File: config.mk
export PLATFORM = sky130hd
export DESIGN_NAME = sentence_frame_extractor
export DESIGN_NICKNAME = d
export VERILOG_FILES = /design/src/hdl/sfe_pkg.sv /design/src/hdl/sentence_frame_extractor.sv
export SDC_FILE = /design/constraint.sdc
export NUM_CORES = 1
export LEC_CHECK = 0
export BUFFER_PORTS_ARGS = -buffer_cell sky130_fd_sc_hd__buf_4
export CAP_MARGIN = 20
export CORE_ASPECT_RATIO = 1.2
export CORE_MARGIN = 2
export CORE_UTILIZATION = 35
export DETAILED_ROUTE_END_ITERATION = 7
export GPL_TIMING_DRIVEN = 0
export PLACE_DENSITY = 0.62
export SLEW_MARGIN = 10
export SYNTH_ARGS = -nofsm -noshare
export SYNTH_HDL_FRONTEND = slang
export SYNTH_SLANG_ARGS = --single-unit
File: constraint.sdc
create_clock -name clk -period 5.9 [get_ports clk]
set_clock_uncertainty 0.05 [all_clocks]
set_input_delay 0.59 -clock clk [delete_from_list [all_inputs] [get_ports clk]]
set_output_delay 0.59 -clock clk [all_outputs]
set_load 0.01 [all_outputs]
File: src/hdl/sfe_pkg.sv
// constants and register codes for the sentence frame extractor
`timescale 1ns / 1ps
package sfe_pkg;

  localparam int MAX_FRAME   = 1024;
  localparam int PATTERN_MAX = 8;

  localparam int BYTE_W    = 8;
  localparam int PAT_W     = 64;
  localparam int PLEN_W    = 4;
  localparam int TRAIL_W   = 2;
  localparam int FLEN_W    = 11;
  localparam int PHASE_W   = 2;
  localparam int PIDX_W    = 3;
  localparam int CFG_IDX_W = 3;

  localparam logic [CFG_IDX_W-1:0] REG_START_PATTERN    = 3'd0;
  localparam logic [CFG_IDX_W-1:0] REG_PATTERN_LENGTH   = 3'd1;
  localparam logic [CFG_IDX_W-1:0] REG_END_MARKER       = 3'd2;
  localparam logic [CFG_IDX_W-1:0] REG_TRAILING_COUNT   = 3'd3;
  localparam logic [CFG_IDX_W-1:0] REG_MAX_FRAME_LENGTH = 3'd4;

  localparam logic [PAT_W-1:0]   START_PATTERN_RST    = 64'd36;
  localparam logic [PLEN_W-1:0]  PATTERN_LENGTH_RST   = 4'd1;
  localparam logic [BYTE_W-1:0]  END_MARKER_RST       = 8'd42;
  localparam logic [TRAIL_W-1:0] TRAILING_COUNT_RST   = 2'd1;
  localparam logic [FLEN_W-1:0]  MAX_FRAME_LENGTH_RST = 11'd256;

  localparam logic [PHASE_W-1:0] PH_HUNT  = 2'd0;
  localparam logic [PHASE_W-1:0] PH_BODY  = 2'd1;
  localparam logic [PHASE_W-1:0] PH_TRAIL = 2'd2;

  localparam logic [FLEN_W-1:0] FRAME_CAP = FLEN_W'(MAX_FRAME);
  localparam logic [PLEN_W-1:0] PAT_CAP   = PLEN_W'(PATTERN_MAX);

endpackage

File: src/hdl/sentence_frame_extractor.sv
// top level of the sentence frame extractor
//
// usage:
//   input channel: data_byte with in_valid / in_stall, one raw byte per request
//   output channel: out_byte, frame_last, aborted with out_valid / out_stall
//   config channel: cfg_valid / cfg_ready, cfg_index, cfg_data; cfg_ready is
//   always high, write only while the block is idle
//   each byte is handled in the cycle it is taken; its result shows on the
//   output register in the next cycle; a byte that completes the start
//   pattern produces a burst of len requests (pattern_length clamped to 1..8),
//   one per cycle from the output register, and in_stall stays high until
//   the last of them is taken; other bytes give at most one result and a new
//   byte is taken every cycle, both only while the output keeps moving
//   when the receiver stalls, the output register holds and in_stall rises
//   as soon as a result waits that cannot move
//   reset (rst, synchronous) restores the register defaults, empties the
//   output register and returns to pattern hunting
`timescale 1ns / 1ps
module sentence_frame_extractor (
  input  logic                          clk,
  input  logic                          rst,
  input  logic                          in_valid,
  output logic                          in_stall,
  input  logic [sfe_pkg::BYTE_W-1:0]    data_byte,
  output logic                          out_valid,
  input  logic                          out_stall,
  output logic [sfe_pkg::BYTE_W-1:0]    out_byte,
  output logic                          frame_last,
  output logic                          aborted,
  input  logic                          cfg_valid,
  output logic                          cfg_ready,
  input  logic [sfe_pkg::CFG_IDX_W-1:0] cfg_index,
  input  logic [sfe_pkg::PAT_W-1:0]     cfg_data
);
  import sfe_pkg::*;

  logic [PAT_W-1:0]   start_pattern;
  logic [PLEN_W-1:0]  pattern_length;
  logic [BYTE_W-1:0]  end_marker;
  logic [TRAIL_W-1:0] trailing_count;
  logic [FLEN_W-1:0]  max_frame_length;

  logic [PLEN_W-1:0]  match_position, match_position_next;
  logic [PHASE_W-1:0] phase, phase_next;
  logic [FLEN_W-1:0]  frame_count, frame_count_next;
  logic [TRAIL_W-1:0] trailing_left, trailing_left_next;

  logic [PIDX_W-1:0]  burst_idx, burst_idx_next;
  logic [PIDX_W-1:0]  burst_left, burst_left_next;

  logic [BYTE_W-1:0]  res_byte;
  logic               res_last, res_abort, res_valid;

  logic [PLEN_W-1:0]  len, mp_base, mp_new;
  logic [FLEN_W-1:0]  limit;
  logic [TRAIL_W-1:0] tl_dec;
  logic               in_take, out_take, burst_more;

  assign cfg_ready  = 1'b1;
  assign out_take   = out_valid && !out_stall;
  assign burst_more = burst_left != '0;
  assign in_stall   = out_valid && !(out_take && !burst_more);
  assign in_take    = in_valid && !in_stall;

  // configuration registers
  always_ff @(posedge clk) begin
    if (rst) begin
      start_pattern    <= START_PATTERN_RST;
      pattern_length   <= PATTERN_LENGTH_RST;
      end_marker       <= END_MARKER_RST;
      trailing_count   <= TRAILING_COUNT_RST;
      max_frame_length <= MAX_FRAME_LENGTH_RST;
    end else if (cfg_valid && cfg_ready) begin
      unique case (cfg_index)
        REG_START_PATTERN:    start_pattern    <= cfg_data;
        REG_PATTERN_LENGTH:   pattern_length   <= cfg_data[PLEN_W-1:0];
        REG_END_MARKER:       end_marker       <= cfg_data[BYTE_W-1:0];
        REG_TRAILING_COUNT:   trailing_count   <= cfg_data[TRAIL_W-1:0];
        REG_MAX_FRAME_LENGTH: max_frame_length <= cfg_data[FLEN_W-1:0];
        default: ;
      endcase
    end
  end

  // clamped settings
  always_comb begin
    priority if (pattern_length == '0) len = PLEN_W'(1);
    else if (pattern_length > PAT_CAP) len = PAT_CAP;
    else len = pattern_length;
    priority if (max_frame_length == '0) limit = FLEN_W'(1);
    else if (max_frame_length > FRAME_CAP) limit = FRAME_CAP;
    else limit = max_frame_length;
  end

  // per byte decision
  always_comb begin
    match_position_next = match_position;
    phase_next          = phase;
    frame_count_next    = frame_count;
    trailing_left_next  = trailing_left;
    res_valid           = 1'b0;
    res_byte            = data_byte;
    res_last            = 1'b0;
    res_abort           = 1'b0;
    burst_left_next     = '0;
    burst_idx_next      = PIDX_W'(1);
    tl_dec              = (trailing_left != '0) ? trailing_left - TRAIL_W'(1) : '0;
    mp_base             = (match_position >= len) ? '0 : match_position;
    if (data_byte == start_pattern[mp_base[PIDX_W-1:0]*BYTE_W +: BYTE_W]) begin
      mp_new = mp_base + PLEN_W'(1);
    end else if (data_byte == start_pattern[BYTE_W-1:0]) begin
      mp_new = PLEN_W'(1);
    end else begin
      mp_new = '0;
    end

    if (phase == PH_BODY || phase == PH_TRAIL) begin
      res_valid = 1'b1;
      if (frame_count >= limit) begin
        res_byte            = '0;
        res_abort           = 1'b1;
        phase_next          = PH_HUNT;
        match_position_next = '0;
        frame_count_next    = '0;
        trailing_left_next  = '0;
      end else begin
        frame_count_next = frame_count + FLEN_W'(1);
        if (phase == PH_BODY) begin
          if (data_byte == end_marker) begin
            if (trailing_count == '0) begin
              res_last            = 1'b1;
              phase_next          = PH_HUNT;
              match_position_next = '0;
              frame_count_next    = '0;
              trailing_left_next  = '0;
            end else begin
              trailing_left_next = trailing_count;
              phase_next         = PH_TRAIL;
            end
          end
        end else begin
          trailing_left_next = tl_dec;
          if (tl_dec == '0) begin
            res_last            = 1'b1;
            phase_next          = PH_HUNT;
            match_position_next = '0;
            frame_count_next    = '0;
          end
        end
      end
    end else begin
      phase_next          = PH_HUNT;
      match_position_next = mp_new;
      if (mp_new >= len) begin
        res_valid           = 1'b1;
        res_byte            = start_pattern[BYTE_W-1:0];
        burst_left_next     = PIDX_W'(len - PLEN_W'(1));
        match_position_next = '0;
        phase_next          = PH_BODY;
        frame_count_next    = FLEN_W'(len);
        trailing_left_next  = '0;
      end
    end
  end

  // frame state
  always_ff @(posedge clk) begin
    if (rst) begin
      match_position <= '0;
      phase          <= PH_HUNT;
      frame_count    <= '0;
      trailing_left  <= '0;
    end else if (in_take) begin
      match_position <= match_position_next;
      phase          <= phase_next;
      frame_count    <= frame_count_next;
      trailing_left  <= trailing_left_next;
    end
  end

  // output register and pattern burst
  always_ff @(posedge clk) begin
    if (rst) begin
      out_valid  <= 1'b0;
      burst_left <= '0;
      burst_idx  <= '0;
    end else if (in_take) begin
      out_valid  <= res_valid;
      burst_left <= burst_left_next;
      burst_idx  <= burst_idx_next;
    end else if (out_take) begin
      if (burst_more) begin
        burst_left <= burst_left - PIDX_W'(1);
        burst_idx  <= burst_idx + PIDX_W'(1);
      end else begin
        out_valid <= 1'b0;
      end
    end
  end

  always_ff @(posedge clk) begin
    if (in_take) begin
      out_byte   <= res_byte;
      frame_last <= res_last;
      aborted    <= res_abort;
    end else if (out_take && burst_more) begin
      out_byte   <= start_pattern[burst_idx*BYTE_W +: BYTE_W];
      frame_last <= 1'b0;
      aborted    <= 1'b0;
    end
  end

endmodule

==> results.sh, run 1 <==
export IMPL_outcome="complete, no violations"
export IMPL_path_class="register to register"
export IMPL_ys_seq_area_frac=0.381
export IMPL_die_h_um=157
export IMPL_track_usage=0.211
export IMPL_initial_core_util=0.354
export IMPL_die_area_sq_mm=0.0207
export IMPL_max_cap_violations=0
export IMPL_synth_seq_cells=125
export IMPL_layout_cells_non_filler=1195
export IMPL_rows=56
export IMPL_r2r_slack_ps=460
export IMPL_synth_avg_cell_area_sq_um=8.41
export IMPL_dr_pass1_iters=5
export IMPL_min_to="max_frame_length[8]"
export IMPL_path_clk_slew_ps=60
export IMPL_vias=6298
export IMPL_drc_errors=0
export IMPL_end_kind="register"
export IMPL_path_max_fanout=10
export IMPL_slew_viol_final=0
export IMPL_crit_top_cell="nor2_1"
export IMPL_cpPeakStageDelay_ps=360
export IMPL_cts_resized=0
export IMPL_io_buffers=89
export IMPL_grt_pass1_vias=5892
export IMPL_die_x_um=132
export IMPL_cts_hold_buf=0
export IMPL_required_ps=5980
export IMPL_worst_setup_path_start_kind="register"
export IMPL_wl_per_cell_um=17.8
export IMPL_cts_sinks=125
export IMPL_area_growth_pct=22.9
export IMPL_drt_wl_total_um=21300
export IMPL_holdPathStages=3
export IMPL_min_path_type="input pin to register"
export IMPL_max_freq_ghz=0.184
export IMPL_period_needed_ps=5440
export IMPL_synth_edf_count=10
export IMPL_p_leak_nw=3.16
export IMPL_r2r_start="pattern_length[1]"
export IMPL_hold_viol=0
export IMPL_grt_max_degree=17
export IMPL_htree_levels=4
export IMPL_post_place_ws_ps=504
export IMPL_drive_gt1_frac=0.171
export IMPL_cts_buffers=17
export IMPL_cts_root_buf="clkbuf_16"
export IMPL_clockBufferDepth=2
export IMPL_grt_pass1_wl_um=33100
export IMPL_drt_iter0_markers=588
export IMPL_power_total_mw=2.13
export IMPL_regToRegEndpoint="out_byte[7]"
export IMPL_setup_slack_ps=462
export IMPL_rsz0062_at_grt="no"
export IMPL_cts_setup_buffers=0
export IMPL_core_sq_mm=0.0193
export IMPL_tightestPinTransition_ps=782
export IMPL_ys_flop_type="dfxtp_1"
export IMPL_p_per_area_mw_per_mm2=253
export IMPL_syn_instance_count=813
export IMPL_clk_latency_ps=430
export IMPL_numPlacedInstances=1163
export IMPL_antenna_found_initial=0
export IMPL_boundaryPins=93
export IMPL_async_flop_share=0
export IMPL_hp_start="cfg_data[8]"
export IMPL_critPathSlowestCell="mux2_4"
export IMPL_path_cells="nor2_1 > nor2_1 > nor2_1 > ha_1 > nor3b_2 > o21a_1 > buf_4 > nor2_1 > a211oi_1 > xor2_1 > nor4_2 > nand3_2 > mux2_4 > ha_1 > nand2b_1 > a21o_1 > a21o_1 > a21oi_1 > nor2b_1 > clkbuf_1 > a221oi_1 > a21oi_1"
export IMPL_place_congestion=0.964
export IMPL_crit_arrival_ps=5520
export IMPL_max_slew_margin_rel=0.479
export IMPL_post_route_period_util=0.922
export IMPL_synth_nets=920
export IMPL_fin_nets=1028
export IMPL_yosys_warnings=0
export IMPL_overflow=0
export IMPL_r2r_cells=22
export IMPL_dp_hpwl_um=16600
export IMPL_synth_cell_types=60
export IMPL_setup_tns_ps=0
export IMPL_synth_area_sq_mm=0.00684
export IMPL_vias_per_cell=5.27
export IMPL_setup_violations=0
export IMPL_ant_nets=0
export IMPL_cts_tree="built"
export IMPL_num_antenna_cells=0
export IMPL_vdd_drop_max_v=0.000194
[registers in the layout, indices dropped and copies added, names as in the netlist]
signal            flops
frame_count          11
max_frame_length     11
match_position        4
trailing_left         2
out_byte              8
burst_left            3
start_pattern        64
trailing_count        2
burst_idx             3
end_marker            8
frame_last            1
aborted               1
out_valid             1
phase                 2
pattern_length        4
[final cells by class]
type | instances | area [sq um]
inverter | 16 | 60.1
buffer | 51 | 225
timing repair buffer | 89 | 668
tap | 261 | 327
clock inverter | 9 | 83.8
sequential | 125 | 2600
multi-input combinational | 621 | 3950
fill | 2025 | 10900
clock buffer | 23 | 489
[critical path: cells and delay by family, from the launching register on]
family / cells / cell delay, ps
AOI/OAI and AO/OA: 7 / 1610
xor gates and xnor gates: 1 / 120
adders and majority gates: 2 / 590
buffers and inverters: 2 / 500
DFF: 1 / 350
muxes: 1 / 360
and+or+nand+nor: 9 / 1540
[routing by layer]
layer / wire [um] / vias up / share of wire / track usage
met5: 0 / - / 0 / 0
met3: 1010 / 47 / 0.047 / 0.0412
li1: - / 3074 / - / -
met1: 9160 / 2972 / 0.43 / 0.258
met2: 10300 / 205 / 0.48 / 0.359
met4: 825 / 0 / 0.039 / 0.0963
[cells in the final DEF (no fill, tap or decap), types with 8 or more instances in the layout]
cell type,n
nor2_1,36
a21o_1,8
xor2_1,26
nand2_1,213
nand3_1,10
clkbuf_16,18
clkbuf_1,41
mux4_2,22
a211oi_1,9
edfxtp_1,10
mux2i_1,28
a221oi_1,10
o21ai_0,17
nand2b_1,10
a21oi_1,109
dfxtp_1,115
ha_1,27
inv_1,15
buf_4,91
[how the worst max path moves through the flow]
stage / from / endpoint / cells after the start
final: pattern_length[1] / out_byte[7] / 22
after global routing: pattern_length[1] / out_byte[1] / 22
after CTS: pattern_length[1] / out_byte[1] / 22
after detailed placement: pattern_length[1] / out_byte[7] / 22
after global placement: pattern_length[1] / out_byte[0] / 22
after floorplan: pattern_length[1] / out_byte[4] / 22
[metrics by stage]
step,hold WS [ps],instance area (sq um),util
CTS,328,8410,0.435
detailed placement,410,7830,0.405
global route,351,8410,0.435
global placement,405,7830,0.405
floorplan,391,6840,-
finish,339,8410,0.435
[Yosys cell counts, drive strengths merged, types with 2 or more instances]
| cell type | instances | area, sq um |
|---|---|---|
| nand2 | 213 | 800 |
| dfxtp | 115 | 2300 |
| a21oi | 109 | 546 |
| clkbuf | 38 | 143 |
| nor2 | 36 | 135 |
| mux2i | 28 | 280 |
| ha | 27 | 338 |
| xor2 | 26 | 228 |
| mux4 | 22 | 495 |
| o21ai | 22 | 114 |
| inv | 15 | 56.3 |
| buf | 13 | 82.6 |
| nand3 | 11 | 60.1 |
| a221oi | 10 | 87.6 |
| edfxtp | 10 | 300 |
| nand2b | 10 | 62.6 |
| a211oi | 9 | 67.6 |
| a21o | 8 | 60.1 |
| a22oi | 7 | 52.6 |
| nand3b | 7 | 52.6 |
| nor4 | 7 | 50.1 |
| nor3 | 6 | 30.0 |
| and3 | 5 | 31.3 |
| mux2 | 5 | 60.1 |
| nor2b | 5 | 31.3 |
| xnor2 | 5 | 43.8 |
| o22ai | 4 | 25.0 |
| or2 | 4 | 25.0 |
| and2 | 3 | 18.8 |
| nand4 | 3 | 18.8 |
| nor3b | 3 | 27.5 |
| o21a | 3 | 22.5 |
| a211o | 2 | 17.5 |
| and3b | 2 | 17.5 |
| nor4b | 2 | 17.5 |
| o211ai | 2 | 15.0 |
| o2bb2ai | 2 | 17.5 |
| o31ai | 2 | 15.0 |
[report_power, final]
part | total [mW] | switching, mW | internal, mW | leakage (nW)
sequential | 0.900 | 0.0198 | 0.880 | 1.03
combinational | 0.214 | 0.118 | 0.0962 | 1.85
clock | 1.02 | 0.391 | 0.625 | 0.279
total | 2.13 | 0.529 | 1.60 | 3.16
[cell families (layout without fill, tap and decap cells)]
kind of cell | count (synthesis) | count (layout) | share of synthesized area
xor gates and xnor gates | 31 | 31 | 0.0397
AOI/OAI and AO/OA | 188 | 188 | 0.162
muxes | 55 | 55 | 0.122
DFF | 125 | 125 | 0.381
and+or+nand+nor | 319 | 319 | 0.204
other | 1 | 1 | 0.000548
buffers and inverters | 67 | 188 | 0.0417
adders and majority gates | 27 | 27 | 0.0494
Power figures use the tool's default switching activity.
==> inputs of run 2 (changes only) <==
--- a/config.mk
+++ b/config.mk
@@ -5,7 +5,7 @@
 export SDC_FILE = /design/constraint.sdc
 export NUM_CORES = 1
 export LEC_CHECK = 0
-export BUFFER_PORTS_ARGS = -buffer_cell sky130_fd_sc_hd__buf_4
+export BUFFER_PORTS_ARGS = -buffer_cell sky130_fd_sc_hd__buf_2
 export CAP_MARGIN = 20
 export CORE_ASPECT_RATIO = 1.2
 export CORE_MARGIN = 2
==> run 2 against run 1 <==
Against the previous run:
- first-iteration DRC count decreased by 10%
- sequential share of layout area increased by 0.80 points
- final area shrank 2.5%
- critical endpoint is now out_byte[6]
- non-clock buffer count unchanged
- critical path type unchanged
==> results.sh, run 2 (same netlist as run 1, synthesis figures left out) <==
export IMPL_outcome="complete, no violations"
export IMPL_clk_latency_ps=430
export IMPL_critPathSlowestCell="a221oi_1"
export IMPL_num_antenna_cells=0
export IMPL_boundaryPins=93
export IMPL_setup_violations=0
export IMPL_grt_pass1_wl_um=33200
export IMPL_worst_setup_path_start_kind="register"
export IMPL_drc_errors=0
export IMPL_cts_tree="built"
export IMPL_drt_iter0_markers=528
export IMPL_placed_cell_area_sq_mm=0.00761
export IMPL_p_leak_nw=3.09
export IMPL_grt_pass1_vias=6113
export IMPL_vias_per_cell=5.25
export IMPL_hold_viol=0
export IMPL_post_route_period_util=0.934
export IMPL_io_buffers=89
export IMPL_vdd_drop_max_v=0.000165
export IMPL_largest_register_ff_count=64
export IMPL_overflow=0
export IMPL_rows=56
export IMPL_rsz0062_at_grt="no"
export IMPL_max_flop_register="start_pattern"
export IMPL_path_buf_inv=2
export IMPL_max_slew_margin_rel=0.480
export IMPL_core_sq_mm=0.0193
export IMPL_setup_tns_ps=0
export IMPL_clockBufferDepth=2
export IMPL_path_clk_slew_ps=60
export IMPL_die_h_um=157
export IMPL_cts_buffers=17
export IMPL_period_needed_ps=5510
export IMPL_drt_wl_total_um=21200
export IMPL_min_path_type="input pin to register"
export IMPL_ant_nets=0
export IMPL_place_congestion=0.968
export IMPL_vias=6275
export IMPL_antenna_found_initial=0
export IMPL_path_class="register to register"
export IMPL_path_max_fanout=10
export IMPL_cts_sinks=125
export IMPL_drive_gt1_frac=0.173
export IMPL_die_area_sq_mm=0.0207
export IMPL_crit_top_cell="nor2_1"
export IMPL_initial_core_util=0.354
export IMPL_top_regs="start_pattern (64), frame_count (11), max_frame_length (11)"
export IMPL_max_cap_violations=0
export IMPL_dp_hpwl_um=16400
export IMPL_cts_hold_buf=0
export IMPL_area_growth_pct=19.8
export IMPL_grt_max_degree=17
export IMPL_dr_pass1_iters=8
export IMPL_fin_nets=1028
export IMPL_final_common_cell="nand2_1"
export IMPL_crit_arrival_ps=5600
export IMPL_die_x_um=132
export IMPL_end_kind="register"
export IMPL_cts_resized=0
export IMPL_wl_per_cell_um=17.7
export IMPL_cpPeakStageDelay_ps=390
export IMPL_required_ps=5990
export IMPL_design_area_sq_mm=0.00819
export IMPL_cts_setup_buffers=0
export IMPL_track_usage=0.210
export IMPL_tightestPinTransition_ps=779
export IMPL_final_cell_mix="213 x nand2_1, 115 x dfxtp_1, 109 x a21oi_1, 92 x buf_2, 39 x clkbuf_1"
export IMPL_slew_viol_final=0
export IMPL_max_freq_ghz=0.181
export IMPL_htree_levels=4
export IMPL_cts_root_buf="clkbuf_16"
export IMPL_cp_top_family="compound AO/OA/AOI/OAI gates"
export IMPL_fillers=2017
export IMPL_p_per_area_mw_per_mm2=260
export IMPL_path_cells="nor2_1 > nor2_1 > nor2_1 > ha_1 > nor3b_2 > o21a_1 > buf_4 > nor2_1 > a211oi_1 > xor2_1 > nor4_2 > nand3_2 > mux2_4 > ha_1 > nand2b_1 > a21o_1 > a21o_1 > a21oi_1 > nor2b_1 > clkbuf_1 > a221oi_1 > a21oi_1"
-- run 2: layout make-up --
cell class              count  area (sq um)  area share
plain buffers              51           225      0.0275
clock buffers              19           443      0.0541
clock inverters            13           140      0.0171
inverters                  16          60.1     0.00733
multi-input cells         621          3950       0.482
flip-flops and latches    125          2600       0.318
well taps                 261           327      0.0399
repair buffers             89           445      0.0544
-- run 2: power breakdown --
group | total, mW | leakage [nW] | switching [mW] | internal [mW]
combinational | 0.196 | 1.78 | 0.117 | 0.0785
clock | 1.04 | 0.284 | 0.406 | 0.633
sequential | 0.899 | 1.03 | 0.0194 | 0.880
total | 2.13 | 3.09 | 0.543 | 1.59
-- run 2: tightest hold or removal path: stages --
cell      delay [ps]
buf_2             90
nand2_1           40
nand3b_1          70
-- run 2: layer usage --
| metal | vias to the layer above | wire (um) | GRT usage |
|---|---|---|---|
| met5 | - | 0 | 0 |
| met4 | 0 | 876 | 0.109 |
| met3 | 56 | 1070 | 0.0354 |
| met2 | 226 | 10200 | 0.361 |
| met1 | 2920 | 9070 | 0.254 |
| li1 | 3073 | - | - |
-- run 2: worst paths after layout --
check        cells after the start               from                   to  slack (ps)
max reg2reg                     22  pattern_length[1]          out_byte[6]         390
min reg2reg                      2  start_pattern[59]    start_pattern[59]         420
max                             22  pattern_length[1]          out_byte[6]         390
min                              3        cfg_data[8]  max_frame_length[8]         340
-- run 2: per-stage QoR --
| stage | power, mW | util | std cells | hold slack, ps | setup WS [ps] |
|---|---|---|---|---|---|
| 4_1_cts | 2.14 | 0.424 | 1195 | 339 | 413 |
| 2_1_floorplan | 1.03 | - | 813 | 391 | 1390 |
| 5_1_grt | 2.20 | 0.424 | 1195 | 344 | 7.85 |
| 3_3_place_gp | 1.11 | 0.394 | 1163 | 404 | 474 |
| 3_5_place_dp | 1.11 | 0.394 | 1163 | 409 | 448 |
| 6_report | 2.13 | 0.424 | 1195 | 343 | 387 |
